--- src/rtl/core/dms_pkg.sv ---
// ----------------------------------------------------------------------------
// dms_pkg
// Shared constants and types for the deadline-monotonic tick scheduler.
// ----------------------------------------------------------------------------
package dms_pkg;

  localparam int NUM_TASKS_DEF   = 4;
  localparam int MAX_PENDING_DEF = 15;

  // Descriptor registers available in the register map
  localparam int WORD_COUNT = 4;

  localparam int CFG_IDX_W  = 3;
  localparam int CFG_DATA_W = 64;
  localparam int TIME_W     = 32;
  localparam int TASK_ID_W  = 3;

  // Register indexes
  localparam logic [CFG_IDX_W-1:0] REG_TASK_COUNT  = 3'd0;
  localparam logic [CFG_IDX_W-1:0] REG_TASK_WORD_A = 3'd1;

  // Per-tick control handed to every task lane
  typedef struct packed {
    logic              advance;
    logic              clear;
    logic              load_offsets;
    logic              halt;
    logic [TIME_W-1:0] now;
  } dms_ctl_t;

  // Per-tick status returned by a task lane
  typedef struct packed {
    logic ready;
    logic ovf;
    logic miss;
  } dms_lane_stat_t;

endpackage

--- src/rtl/core/dms_task_lane.sv ---
// ----------------------------------------------------------------------------
// dms_task_lane
// State and per-tick update of one periodic task: release, pending count,
// head job remaining time and absolute deadline.
// ----------------------------------------------------------------------------
module dms_task_lane import dms_pkg::*; #(
  parameter int MAX_PENDING = MAX_PENDING_DEF
) (
  input  logic            clk,
  input  logic            rst,
  input  logic [63:0]     desc,
  input  logic            active,
  input  dms_ctl_t        ctl,
  input  logic            sel,
  output dms_lane_stat_t  stat
);

  localparam int PW = $clog2(MAX_PENDING + 1);
  localparam logic [PW-1:0] PEND_MAX = PW'(MAX_PENDING);

  logic [TIME_W-1:0] next_release;
  logic [PW-1:0]     pending;
  logic [15:0]       head_remaining;
  logic [TIME_W-1:0] head_deadline;

  logic [TIME_W-1:0] next_release_next;
  logic [PW-1:0]     pending_next;
  logic [15:0]       head_remaining_next;
  logic [TIME_W-1:0] head_deadline_next;

  logic [15:0] offset, wcet, period, deadline;
  logic [TIME_W-1:0] nr_eff, hd_eff, hd1, late;
  logic [PW-1:0]     pend_eff, pend1;
  logic [15:0]       hr_eff, hr1;
  logic              ovf, miss;

  assign offset   = desc[63:48];
  assign wcet     = desc[47:32];
  assign period   = desc[31:16];
  assign deadline = desc[15:0];

  always_comb begin
    nr_eff   = ctl.load_offsets ? {16'b0, offset} : next_release;
    pend_eff = ctl.clear ? '0 : pending;
    hr_eff   = ctl.clear ? '0 : head_remaining;
    hd_eff   = ctl.clear ? '0 : head_deadline;

    // release
    pend1             = pend_eff;
    hr1               = hr_eff;
    hd1               = hd_eff;
    next_release_next = nr_eff;
    ovf               = 1'b0;
    if (active && !ctl.halt && nr_eff == ctl.now) begin
      if (wcet != 16'd0) begin
        if (pend_eff == '0) begin
          hr1   = wcet;
          hd1   = ctl.now + {16'b0, deadline};
          pend1 = PW'(1);
        end else if (pend_eff < PEND_MAX) begin
          pend1 = pend_eff + PW'(1);
        end else begin
          ovf = 1'b1;
        end
      end
      next_release_next = ctl.now + {16'b0, period};
    end

    // execute one unit
    late                = ctl.now + 32'd1 - hd1;
    pending_next        = pend1;
    head_remaining_next = hr1;
    head_deadline_next  = hd1;
    miss                = 1'b0;
    if (sel) begin
      if (hr1 != 16'd0) begin
        head_remaining_next = hr1 - 16'd1;
      end
      miss = (late != '0) && !late[TIME_W-1];
      if (head_remaining_next == 16'd0) begin
        pending_next = pend1 - PW'(1);
        if (pending_next != '0) begin
          if (wcet == 16'd0) begin
            pending_next = '0;
          end else begin
            head_remaining_next = wcet;
            head_deadline_next  = hd1 + {16'b0, period};
          end
        end
      end
    end

    stat.ready = active && !ctl.halt && (pend1 != '0);
    stat.ovf   = ovf;
    stat.miss  = miss;
  end

  always_ff @(posedge clk) begin
    if (rst) begin
      next_release   <= '0;
      pending        <= '0;
      head_remaining <= '0;
      head_deadline  <= '0;
    end else if (ctl.advance) begin
      next_release   <= next_release_next;
      pending        <= pending_next;
      head_remaining <= head_remaining_next;
      head_deadline  <= head_deadline_next;
    end
  end

endmodule

--- src/rtl/core/deadline_monotonic_tick_scheduler_core.sv ---
// ----------------------------------------------------------------------------
// deadline_monotonic_tick_scheduler_core
// Deadline-monotonic scheduler of periodic tasks, one decision per tick item.
// ----------------------------------------------------------------------------
// Each input item is one time tick and yields one result item. Ticks go
// through an input register, one pass of release, selection and update
// logic, and an output register, so a new tick is taken every cycle unless
// a result waits untaken in the output register, which decouples a stalled
// consumer. The selection among tasks is a linear compare of relative
// deadlines over NUM_TASKS lanes. The user must write configuration only
// while no tick is in flight; the block itself does not check this.
module deadline_monotonic_tick_scheduler_core import dms_pkg::*; #(
  parameter int NUM_TASKS   = NUM_TASKS_DEF,
  parameter int MAX_PENDING = MAX_PENDING_DEF
) (
  input  logic                  clk,
  input  logic                  rst,
  // config
  input  logic                  cfg_we,
  input  logic [CFG_IDX_W-1:0]  cfg_index,
  input  logic [CFG_DATA_W-1:0] cfg_data,
  // ticks in
  input  logic                  s_tvalid,
  output logic                  s_tready,
  input  logic [7:0]            s_tdata,   // [0] clear, [7:1] zero
  // results out
  output logic                  m_tvalid,
  input  logic                  m_tready,
  output logic [39:0]           m_tdata    // [31:0] tick_time, [34:32] running_task,
                                           // [35] deadline_miss, [36] halted,
                                           // [37] queue_overflow, [39:38] zero
);

  logic [2:0]            task_count;
  logic [CFG_DATA_W-1:0] task_word [WORD_COUNT];

  logic              in_valid;
  logic              in_clear;
  logic              advance;

  logic [TIME_W-1:0] current_time;
  logic              started;
  logic              halt_flag;

  dms_ctl_t          ctl;
  logic [63:0]       task_desc [NUM_TASKS];
  logic              task_act  [NUM_TASKS];
  logic              task_sel  [NUM_TASKS];
  dms_lane_stat_t    stat      [NUM_TASKS];

  logic                 best_found;
  logic [TASK_ID_W-1:0] best_idx;
  logic [15:0]          best_dl;
  logic                 miss_any, ovf_any;
  logic [TASK_ID_W-1:0] running_task;

  // config registers
  always_ff @(posedge clk) begin
    if (rst) begin
      task_count <= '0;
      for (int k = 0; k < WORD_COUNT; k++) begin
        task_word[k] <= '0;
      end
    end else if (cfg_we) begin
      if (cfg_index == REG_TASK_COUNT) begin
        task_count <= cfg_data[2:0];
      end
      for (int k = 0; k < WORD_COUNT; k++) begin
        if (cfg_index == REG_TASK_WORD_A + CFG_IDX_W'(k)) begin
          task_word[k] <= cfg_data;
        end
      end
    end
  end

  // input register
  assign advance  = in_valid && (!m_tvalid || m_tready);
  assign s_tready = !in_valid || advance;

  always_ff @(posedge clk) begin
    if (rst) begin
      in_valid <= 1'b0;
    end else if (s_tvalid && s_tready) begin
      in_valid <= 1'b1;
    end else if (advance) begin
      in_valid <= 1'b0;
    end
  end

  always_ff @(posedge clk) begin
    if (s_tvalid && s_tready) begin
      in_clear <= s_tdata[0];
    end
  end

  // tick control
  always_comb begin
    ctl.advance      = advance;
    ctl.clear        = in_clear;
    ctl.load_offsets = in_clear || !started;
    ctl.halt         = !in_clear && halt_flag;
    ctl.now          = in_clear ? '0 : current_time;
  end

  // task lanes
  for (genvar i = 0; i < NUM_TASKS; i++) begin : g_lane
    if (i < WORD_COUNT) begin : g_word
      assign task_desc[i] = task_word[i];
    end else begin : g_none
      assign task_desc[i] = '0;
    end
    assign task_act[i] = (TASK_ID_W'(i) < task_count) && (task_desc[i][31:16] != 16'd0);
    assign task_sel[i] = best_found && (best_idx == TASK_ID_W'(i));

    dms_task_lane #(
      .MAX_PENDING (MAX_PENDING)
    ) u_lane (
      .clk    (clk),
      .rst    (rst),
      .desc   (task_desc[i]),
      .active (task_act[i]),
      .ctl    (ctl),
      .sel    (task_sel[i]),
      .stat   (stat[i])
    );
  end

  // smallest relative deadline, lower task number wins ties
  always_comb begin
    best_found = 1'b0;
    best_idx   = '0;
    best_dl    = '0;
    for (int i = 0; i < NUM_TASKS; i++) begin
      if (stat[i].ready && (!best_found || task_desc[i][15:0] < best_dl)) begin
        best_found = 1'b1;
        best_idx   = TASK_ID_W'(i);
        best_dl    = task_desc[i][15:0];
      end
    end
    running_task = best_found ? best_idx + TASK_ID_W'(1) : '0;
  end

  always_comb begin
    miss_any = 1'b0;
    ovf_any  = 1'b0;
    for (int i = 0; i < NUM_TASKS; i++) begin
      miss_any = miss_any | stat[i].miss;
      ovf_any  = ovf_any | stat[i].ovf;
    end
  end

  // run state
  always_ff @(posedge clk) begin
    if (rst) begin
      current_time <= '0;
      started      <= 1'b0;
      halt_flag    <= 1'b0;
    end else if (advance) begin
      started      <= 1'b1;
      current_time <= ctl.halt ? ctl.now : ctl.now + 32'd1;
      halt_flag    <= ctl.halt || miss_any;
    end
  end

  // output register
  always_ff @(posedge clk) begin
    if (rst) begin
      m_tvalid <= 1'b0;
    end else if (advance) begin
      m_tvalid <= 1'b1;
    end else if (m_tready) begin
      m_tvalid <= 1'b0;
    end
  end

  always_ff @(posedge clk) begin
    if (advance) begin
      m_tdata <= {2'b00, ovf_any, ctl.halt, miss_any, running_task, ctl.now};
    end
  end

endmodule
--- config.mk ---
export PLATFORM = sky130hd
export DESIGN_NAME = deadline_monotonic_tick_scheduler_core
export DESIGN_NICKNAME = d
export VERILOG_FILES = /design/src/rtl/core/dms_pkg.sv /design/src/rtl/core/dms_task_lane.sv /design/src/rtl/core/deadline_monotonic_tick_scheduler_core.sv
export SDC_FILE = /design/constraint.sdc
export NUM_CORES = 2
export LEC_CHECK = 0
export ABC_AREA = 0
export BUFFER_PORTS_ARGS = -buffer_cell sky130_fd_sc_hd__buf_4
export CAP_MARGIN = 10
export CORE_UTILIZATION = 55
export CTS_BUF_LIST = sky130_fd_sc_hd__clkbuf_8
export DETAILED_ROUTE_END_ITERATION = 8
export PLACE_DENSITY = 0.71
export REMOVE_ABC_BUFFERS = 1
export SKIP_LAST_GASP = 1
export SYNTH_ARGS = -nofsm -noshare
export SYNTH_HDL_FRONTEND = slang
export SYNTH_SLANG_ARGS = --single-unit
--- constraint.sdc ---
create_clock -name clk -period 15.2 [get_ports clk]
set_input_delay 0.76 -clock clk [delete_from_list [all_inputs] [get_ports clk]]
set_output_delay 0.76 -clock clk [all_outputs]
set_load 0.01 [all_outputs]
---- After elaboration in Yosys (flattened, before gate mapping) ----
Memories as Yosys holds them, arrays and structs flattened.
Index checks and enable logic that the tools add are counted.
storage, ports and cells
  register bits after elaboration ......... 414
  bits in latches ......................... 0
  memory bits (writable) .................. 256
  bits in read-only memories .............. 0
  output and inout port bits .............. 42
  memories kept ........................... 1
cells by class
  add/subtract/negate cells ............... 30
  multiply operators ...................... 0
  divide/modulo/power cells ............... 0
  $lt $le $gt $ge ......................... 11
  equality and inequality tests ........... 11
  shift-type cells ........................ 0
  muxes and demuxes ....................... 174
  bitwise operators ....................... 10
  reduce and logical (&&, ||, !) cells .... 90
memories
  memory     words  width  rd ports  clocked after Yosys merged registers in  wr ports  line                                          text
  task_word  4      64     4         0                                        4         deadline_monotonic_tick_scheduler_core.sv:35  logic [CFG_DATA_W-1:0] task_word [WORD_COUNT];
operators by type and width
  operator                                                               number
  32-bit two-way mux                                                     42
  16-bit two-way mux                                                     43
  32-bit by 16-bit adder with 32-bit output                              12
  64-bit two-way mux                                                     4
  16-bit nonzero test                                                    12
  4-bit two-way mux                                                      36
  32-bit equality test                                                   4
  16-bit logical NOT                                                     8
  32-bit nonzero test                                                    4
  32-bit subtractor                                                      4
  16-bit by 1-bit subtractor with 16-bit output, second input constant   4
  16-bit < comparator                                                    3
  1-bit two-way mux                                                      47
  32-bit by 1-bit adder with 32-bit output, second input constant        1
  4-bit nonzero test                                                     8
  1-bit logical AND                                                      30
  4-bit by 1-bit adder with 4-bit output, second input constant          4
  4-bit logical NOT                                                      4
  4-bit < comparator, second input constant                              4
  4-bit by 1-bit subtractor with 4-bit output, second input constant     4
  3-bit by 2-bit equality test with 1-bit output, second input constant  4
  1-bit logical NOT                                                      12
  1-bit OR                                                               10
  1-bit logical OR                                                       7
  9 further kinds                                                        15

---- Longest topological paths before layout ----
  word-level depth ........................ 28
  depth in mapped cells ................... 69
  mapped depth without buffers ............ 60

---- Modules after synthesis ----
A second synthesis with hierarchy kept.
unflattened totals
  cell total of the unflattened synthesis .. 7532
  area total of the unflattened synthesis .. 60858.4 um2
modules (own cells, without submodules)
  module                                  instances  cells each  area each (um2)  sequential area each (um2)
  deadline_monotonic_tick_scheduler_core  1          1123        14695.3          9639.2
  dms_task_lane (g_lane[2].u_lane)        1          1632        11770.0          1681.6
  dms_task_lane (g_lane[3].u_lane)        1          1641        11710.0          1681.6
  dms_task_lane (g_lane[1].u_lane)        1          1619        11644.9          1681.6
  dms_task_lane (g_lane[0].u_lane)        1          1517        11038.1          1681.6

---- Worst setup path after synthesis ----
No wires, ideal clock.
  path kind ............................... reg2reg
  start ................................... register in_clear
  end ..................................... register g_lane[1].u_lane.head_deadline[29]
  setup time .............................. 0.124 ns
  arrival time ............................ 11.409 ns
  data required time ...................... 15.076 ns
  path slack .............................. 3.667 ns
  cell stages (with the launch flop) ...... 67
  buffers on the path ..................... 11
  clock period less this slack ............ 11.533 ns
  path through ............................ edfxtp_1 > inv_1 > clkbuf_1 > clkbuf_1 > clkbuf_1 > buf_1 > nand2_1 > inv_1 > ha_1 > nor2_1 > a2111oi_0 > nor4b_1 > a31oi_1 > a31oi_1 > clkbuf_1 > clkbuf_1 > nand2_1 > ha_1 > [... 31 more ...] > nor2b_1 > o21ai_0 > nand2b_1 > a21oi_1 > nand2_1 > nor2_1 > nand2_1 > mux2i_1 > or2_2 > ha_1 > o41ai_2 > nor4b_1 > buf_4 > o211a_1 > buf_2 > nor4bb_1 > xor2_1 > o21ai_1
between the ends
  cells in the longest elaborated chain, start to end .. 24
ends and longest elaborated chain
  what                                                             line                                                                text
  start: declaration                                               deadline_monotonic_tick_scheduler_core.sv:38                        logic in_clear;
  start signal: assignment                                         deadline_monotonic_tick_scheduler_core.sv:92                        in_clear <= s_tdata[0];
  4-bit two-way mux / 1-bit logical NOT (equally long branches)    dms_task_lane.sv:44, deadline_monotonic_tick_scheduler_core.sv:101
  4-bit by 1-bit adder with 4-bit output (tied with other cells)   dms_task_lane.sv:61                                                 pend1 = pend_eff + PW'(1);
  4-bit two-way mux / 1-bit logical NOT (equally long branches)    dms_task_lane.sv:60, dms_task_lane.sv:54, dms_task_lane.sv:93
  4-bit two-way mux / 1-bit logical AND (equally long branches)    dms_task_lane.sv:56, dms_task_lane.sv:54, dms_task_lane.sv:93
  4-bit two-way mux / 1-bit logical AND (equally long branches)    dms_task_lane.sv:55, dms_task_lane.sv:54
  4-bit two-way mux                                                dms_task_lane.sv:54                                                 if (active && !ctl.halt && nr_eff == ctl.now) begin
  4-bit nonzero test                                               dms_task_lane.sv:93                                                 stat.ready = active && !ctl.halt && (pend1 != '0);
  1-bit logical AND                                                dms_task_lane.sv:93
  [... 8 more ...]                                                 --
  16-bit two-way mux / 1-bit two-way mux (equally long branches)   deadline_monotonic_tick_scheduler_core.sv:134                       if (stat[i].ready && (!best_found || task_desc[i][15:0] < best_dl)) begin
  16-bit < comparator / 1-bit logical NOT (equally long branches)  deadline_monotonic_tick_scheduler_core.sv:134
  1-bit logical OR                                                 deadline_monotonic_tick_scheduler_core.sv:134
  1-bit logical AND                                                deadline_monotonic_tick_scheduler_core.sv:134
  3-bit two-way mux                                                deadline_monotonic_tick_scheduler_core.sv:134
  3-bit by 1-bit equality test with 1-bit output                   deadline_monotonic_tick_scheduler_core.sv:113                       assign task_sel[i] = best_found && (best_idx == TASK_ID_W'(i));
  1-bit logical AND                                                deadline_monotonic_tick_scheduler_core.sv:113
  32-bit two-way mux *                                             dms_task_lane.sv:75                                                 if (sel) begin
  end signal: assignment                                           dms_task_lane.sv:108                                                head_deadline <= head_deadline_next;
  end: declaration                                                 dms_task_lane.sv:24                                                 logic [TIME_W-1:0] head_deadline;
Every way passes the cells marked *; elsewhere a longest branch is shown, timed or not. The select of a mux whose other input is x is not followed.
A chain may end at the register's enable or synchronous reset.

---- Worst setup path in the final report ----
  start ................................... register started
  end ..................................... register g_lane[3].u_lane.head_deadline[2]
between the ends
  cells in the longest elaborated chain, start to end .. 24
ends and longest elaborated chain
  what                                                             line                                           text
  start: declaration                                               deadline_monotonic_tick_scheduler_core.sv:42   logic started;
  start signal: assignment                                         deadline_monotonic_tick_scheduler_core.sv:156  started <= 1'b0;
  start signal: assignment                                         deadline_monotonic_tick_scheduler_core.sv:159  started <= 1'b1;
  1-bit logical NOT *                                              deadline_monotonic_tick_scheduler_core.sv:100  ctl.load_offsets = in_clear || !started;
  1-bit logical OR *                                               deadline_monotonic_tick_scheduler_core.sv:100
  32-bit two-way mux                                               dms_task_lane.sv:43                            nr_eff = ctl.load_offsets ? {16'b0, offset} : next_release;
  32-bit equality test                                             dms_task_lane.sv:54
  1-bit logical AND                                                dms_task_lane.sv:54
  4-bit two-way mux                                                dms_task_lane.sv:54
  4-bit nonzero test                                               dms_task_lane.sv:93
  1-bit logical AND                                                dms_task_lane.sv:93
  [... 8 more ...]                                                 --
  16-bit two-way mux / 1-bit two-way mux (equally long branches)   deadline_monotonic_tick_scheduler_core.sv:134
  16-bit < comparator / 1-bit logical NOT (equally long branches)  deadline_monotonic_tick_scheduler_core.sv:134
  1-bit logical OR                                                 deadline_monotonic_tick_scheduler_core.sv:134
  1-bit logical AND                                                deadline_monotonic_tick_scheduler_core.sv:134
  3-bit two-way mux                                                deadline_monotonic_tick_scheduler_core.sv:134
  3-bit by 2-bit equality test with 1-bit output                   deadline_monotonic_tick_scheduler_core.sv:113
  1-bit logical AND                                                deadline_monotonic_tick_scheduler_core.sv:113
  32-bit two-way mux *                                             dms_task_lane.sv:75
  end signal: assignment                                           dms_task_lane.sv:108
  end: declaration                                                 dms_task_lane.sv:24
Marked as above.

==> impl_metrics.yaml <==
routing:
  ant_nets: 0
  drt_iter0_drc: 8854
  wl_per_cell_microns: 28.3
  drtPass1Iterations: 8
  vias_per_cell: 6.85
  drc: 0
  routed_wl_microns: 253000
  vias: 61200
sta:
  hold_violations: 0
  fin_skew_ns: 0.0464
  fin_crit_sh_pct: 91.0
  post-route-min-period_ns: 13.84
  max-slew-margin-rel_pct: 0.809
  worst_slack_ns: 1.36
  slew_violations: 0
  rsz0062_at_grt: "false"
  fmax_mhz: 72.3
  setup_viol: 0
  worstMarginPinSlew_ns: 1.47
global_routing:
  grt_max_degree: 83
  grt_antenna_before_repair: 13
  grt_pass1_wl_microns: 365000
  grt_pass1_vias: 55000
  grt_usage_pct: 45.6
  grt-ovfl-total: 0
floorplan:
  die_w_microns: 327
  die_area_sq_um: 107000
  pin_count: 122
  fp.dieH_microns: 327
  rows: 118
  start_util_pct: 55.7
  core_sq_um: 104000
placement:
  place_ws_ns: 1.72
  post_dp_cell_area_sq_um: 60700
  gp_congestion: 1.07
  place_inst: 8701
  dp_hpwl_microns: 189000
  io_buffers: 112
clock_network:
  clock_latency_ns: 0.88
  cts_setup_buffers: 0
  cts_tree: "built"
  cts_buffers: 121
  clock-sinks: 670
  cts_max_path_buffers: 3
  clk_pin_slew_ns: 0.06
  htree_levels: 3
  root_buffer: "clkbuf_8"
  cts_resized: 0
  cts_hold_buf: 0
layout:
  nets: 7928
  final_area_sq_um: 63300
  area_growth_syn_to_layout_pct: 9.08
  fin_cells: 8939
  drive_gt1_share_pct: 8.86
pwr:
  p_seq_share_pct: 40.6
  p_leak_nw: 25.1
  combPwrFrac_pct: 22.6
  p_clk_share_pct: 36.8
  powerDensity_nw_per_um2: 80.9
  p_switching_mw: 1.78
  ir_worst_vdd_uv: 75.4
  internal-power_mw: 3.34
  swShare_pct: 34.8
setup_path:
  rr_worst_depth: 60
  crit_path_end_kind: "register"
  slowest_stage: "dfxtp_4"
  critPathRequiredTime_ns: 16.00
  start_kind: "register"
  crit_top_cell: "a21oi_1"
  worst-setup-path-type: "reg -> reg"
  arrival_ns: 14.63
  slowest_delay_ns: 0.79
  worst-path-max-fanout: 54
logic_synthesis:
  yosysSeqAreaShare_pct: 28.2
  async_reset_ff_share_pct: 0
  ys_types: 103
  yosys_warnings: 0
  synth_top_area_share_pct: 15.3
  netlist_instances: 7422
  synthTopCellsByArea: "edfxtp_1, dfxtp_1, ha_1, nand2_1, a21oi_1"
  synth.largest_area_cell: "edfxtp_1"
  ys_ff_latch: 670
  syn_area_per_cell_sq_um: 7.81
  synth_edf_count: 295
  netlist_area_sq_um: 58000
  synth-main-ff-cell: "dfxtp_1"
outcome:
  violations: "max-capacitance violations"
  run_status: "complete, but fails checks"
min_path:
  whs_path_depth: 1
  hp-class: "in -> reg"
flow_run:
  cap_violations: 1
-- path summary, 6_finish.rpt --
check / to / slack (ns) / from
setup / recovery: g_lane[3].u_lane.head_deadline[2] / 1.36 / started
setup reg to reg: g_lane[3].u_lane.head_deadline[2] / 1.36 / started
hold / removal: in_clear / 0.06 / s_tdata[0]
hold reg to reg: g_lane[3].u_lane.head_deadline[30] / 0.44 / g_lane[3].u_lane.head_deadline[30]
-- critical path, delay by kind of cell (launching register included) --
kind,cells,cell delay (ns)
buffers and inverters,6,1.79
adders and majority gates,5,1.22
muxes,2,0.63
DFF,1,0.79
AOI/OAI and AO/OA,23,4.99
and+or+nand+nor,24,4.28
-- power groups by stage --
stage                     clock, mW  combinational [mW]  sequential (mW)
final                          1.88                1.16             2.08
after global routing           1.95                1.23             2.08
after CTS                      1.88                1.11             2.07
after detailed placement          0                1.10             2.11
after global placement            0                1.09             2.11
after floorplan                   0               0.708             2.08
-- layout by cell type (no fill, tap or decap), drive strengths merged, types with 66 or more instances in the layout --
master | netlist | final
a31oi | 102 | 102
ha | 386 | 386
inv | 329 | 353
nand4 | 66 | 66
and2 | 282 | 282
nor3 | 237 | 237
nor2 | 664 | 664
o211ai | 91 | 91
a211oi | 89 | 89
o21ai | 495 | 495
xor2 | 154 | 154
edfxtp | 295 | 295
dfxtp | 375 | 375
nand2b | 72 | 72
buf | 85 | 302
clkbuf | 317 | 133
nand2 | 782 | 782
and3 | 87 | 87
a21o | 94 | 94
nor4 | 118 | 118
mux2i | 126 | 126
a21oi | 573 | 573
nor2b | 128 | 128
nand3 | 221 | 221
xnor2 | 244 | 244
-- state kept, by name (all words and copies together), names as in the netlist --
| register | count |
|---|---|
| task_count | 3 |
| in_valid | 1 |
| m_tdata | 38 |
| current_time | 32 |
| g_lane.u_lane.head_remaining | 64 |
| m_tvalid | 1 |
| g_lane.u_lane.pending | 16 |
| g_lane.u_lane.next_release | 128 |
| g_lane.u_lane.head_deadline | 128 |
| task_word | 256 |
| halt_flag | 1 |
| in_clear | 1 |
| started | 1 |
-- kinds of logic after synthesis --
| group | synth area share (%) |
|---|---|
| adders and majority gates | 8.88 |
| muxes | 3.07 |
| buffers and inverters | 5.01 |
| and+or+nand+nor | 24.8 |
| AOI/OAI and AO/OA | 24.0 |
| xor gates and xnor gates | 6.01 |
| other | 0.00647 |
| DFF | 28.2 |
-- routing by layer --
metal  vias up  track usage [%]  routed length, microns
met2      4231             64.8                  102000
met4        10             27.6                   18000
li1      27300                -                       -
met5         -                0                      62
met3       877             13.6                   34400
met1     28900             60.7                   98500
-- Yosys cell counts (43+ instances only) --
| library cell | instances |
|---|---|
| xor2_1 | 154 |
| a211oi_1 | 89 |
| a21o_1 | 94 |
| o211ai_1 | 91 |
| nand4_1 | 65 |
| a22oi_1 | 47 |
| o21ai_0 | 488 |
| nor3_1 | 236 |
| o2111ai_1 | 43 |
| ha_1 | 386 |
| a21oi_1 | 573 |
| inv_1 | 325 |
| nand3_1 | 221 |
| xnor2_1 | 244 |
| mux2i_1 | 126 |
| nor4_1 | 111 |
| edfxtp_1 | 295 |
| o22ai_1 | 63 |
| nor2b_1 | 128 |
| o21a_1 | 65 |
| or3_1 | 62 |
| nand2b_1 | 72 |
| nand2_1 | 782 |
| o21bai_1 | 55 |
| a31oi_1 | 101 |
| and3_1 | 87 |
| clkbuf_1 | 317 |
| a22o_1 | 52 |
| nor2_1 | 664 |
| dfxtp_1 | 375 |
| and2_1 | 278 |
-- stage by stage --
stage	setup TNS, ns	util [%]	hold WS [ns]	power, mW
final	0	60.8	0.0635	5.12
after global routing	0	60.8	0.0446	5.26
after CTS	0	60.7	0.0204	5.06
after detailed placement	0	58.3	0.434	3.21
after global placement	0	58.3	0.428	3.20
after floorplan	-1053.20	-	0.415	2.79
-- area by class of cell --
cell class | instances | area (sq um)
antenna | 7 | 17.5
clock buffer | 133 | 1830
clock inverter | 96 | 701
fill | 9709 | 40800
inverter | 334 | 1270
multi-input combinational | 6017 | 39000
sequential | 670 | 16400
tap | 1380 | 1730
timing repair buffer | 302 | 2310
No activity file was read; power rests on OpenSTA's default activity.
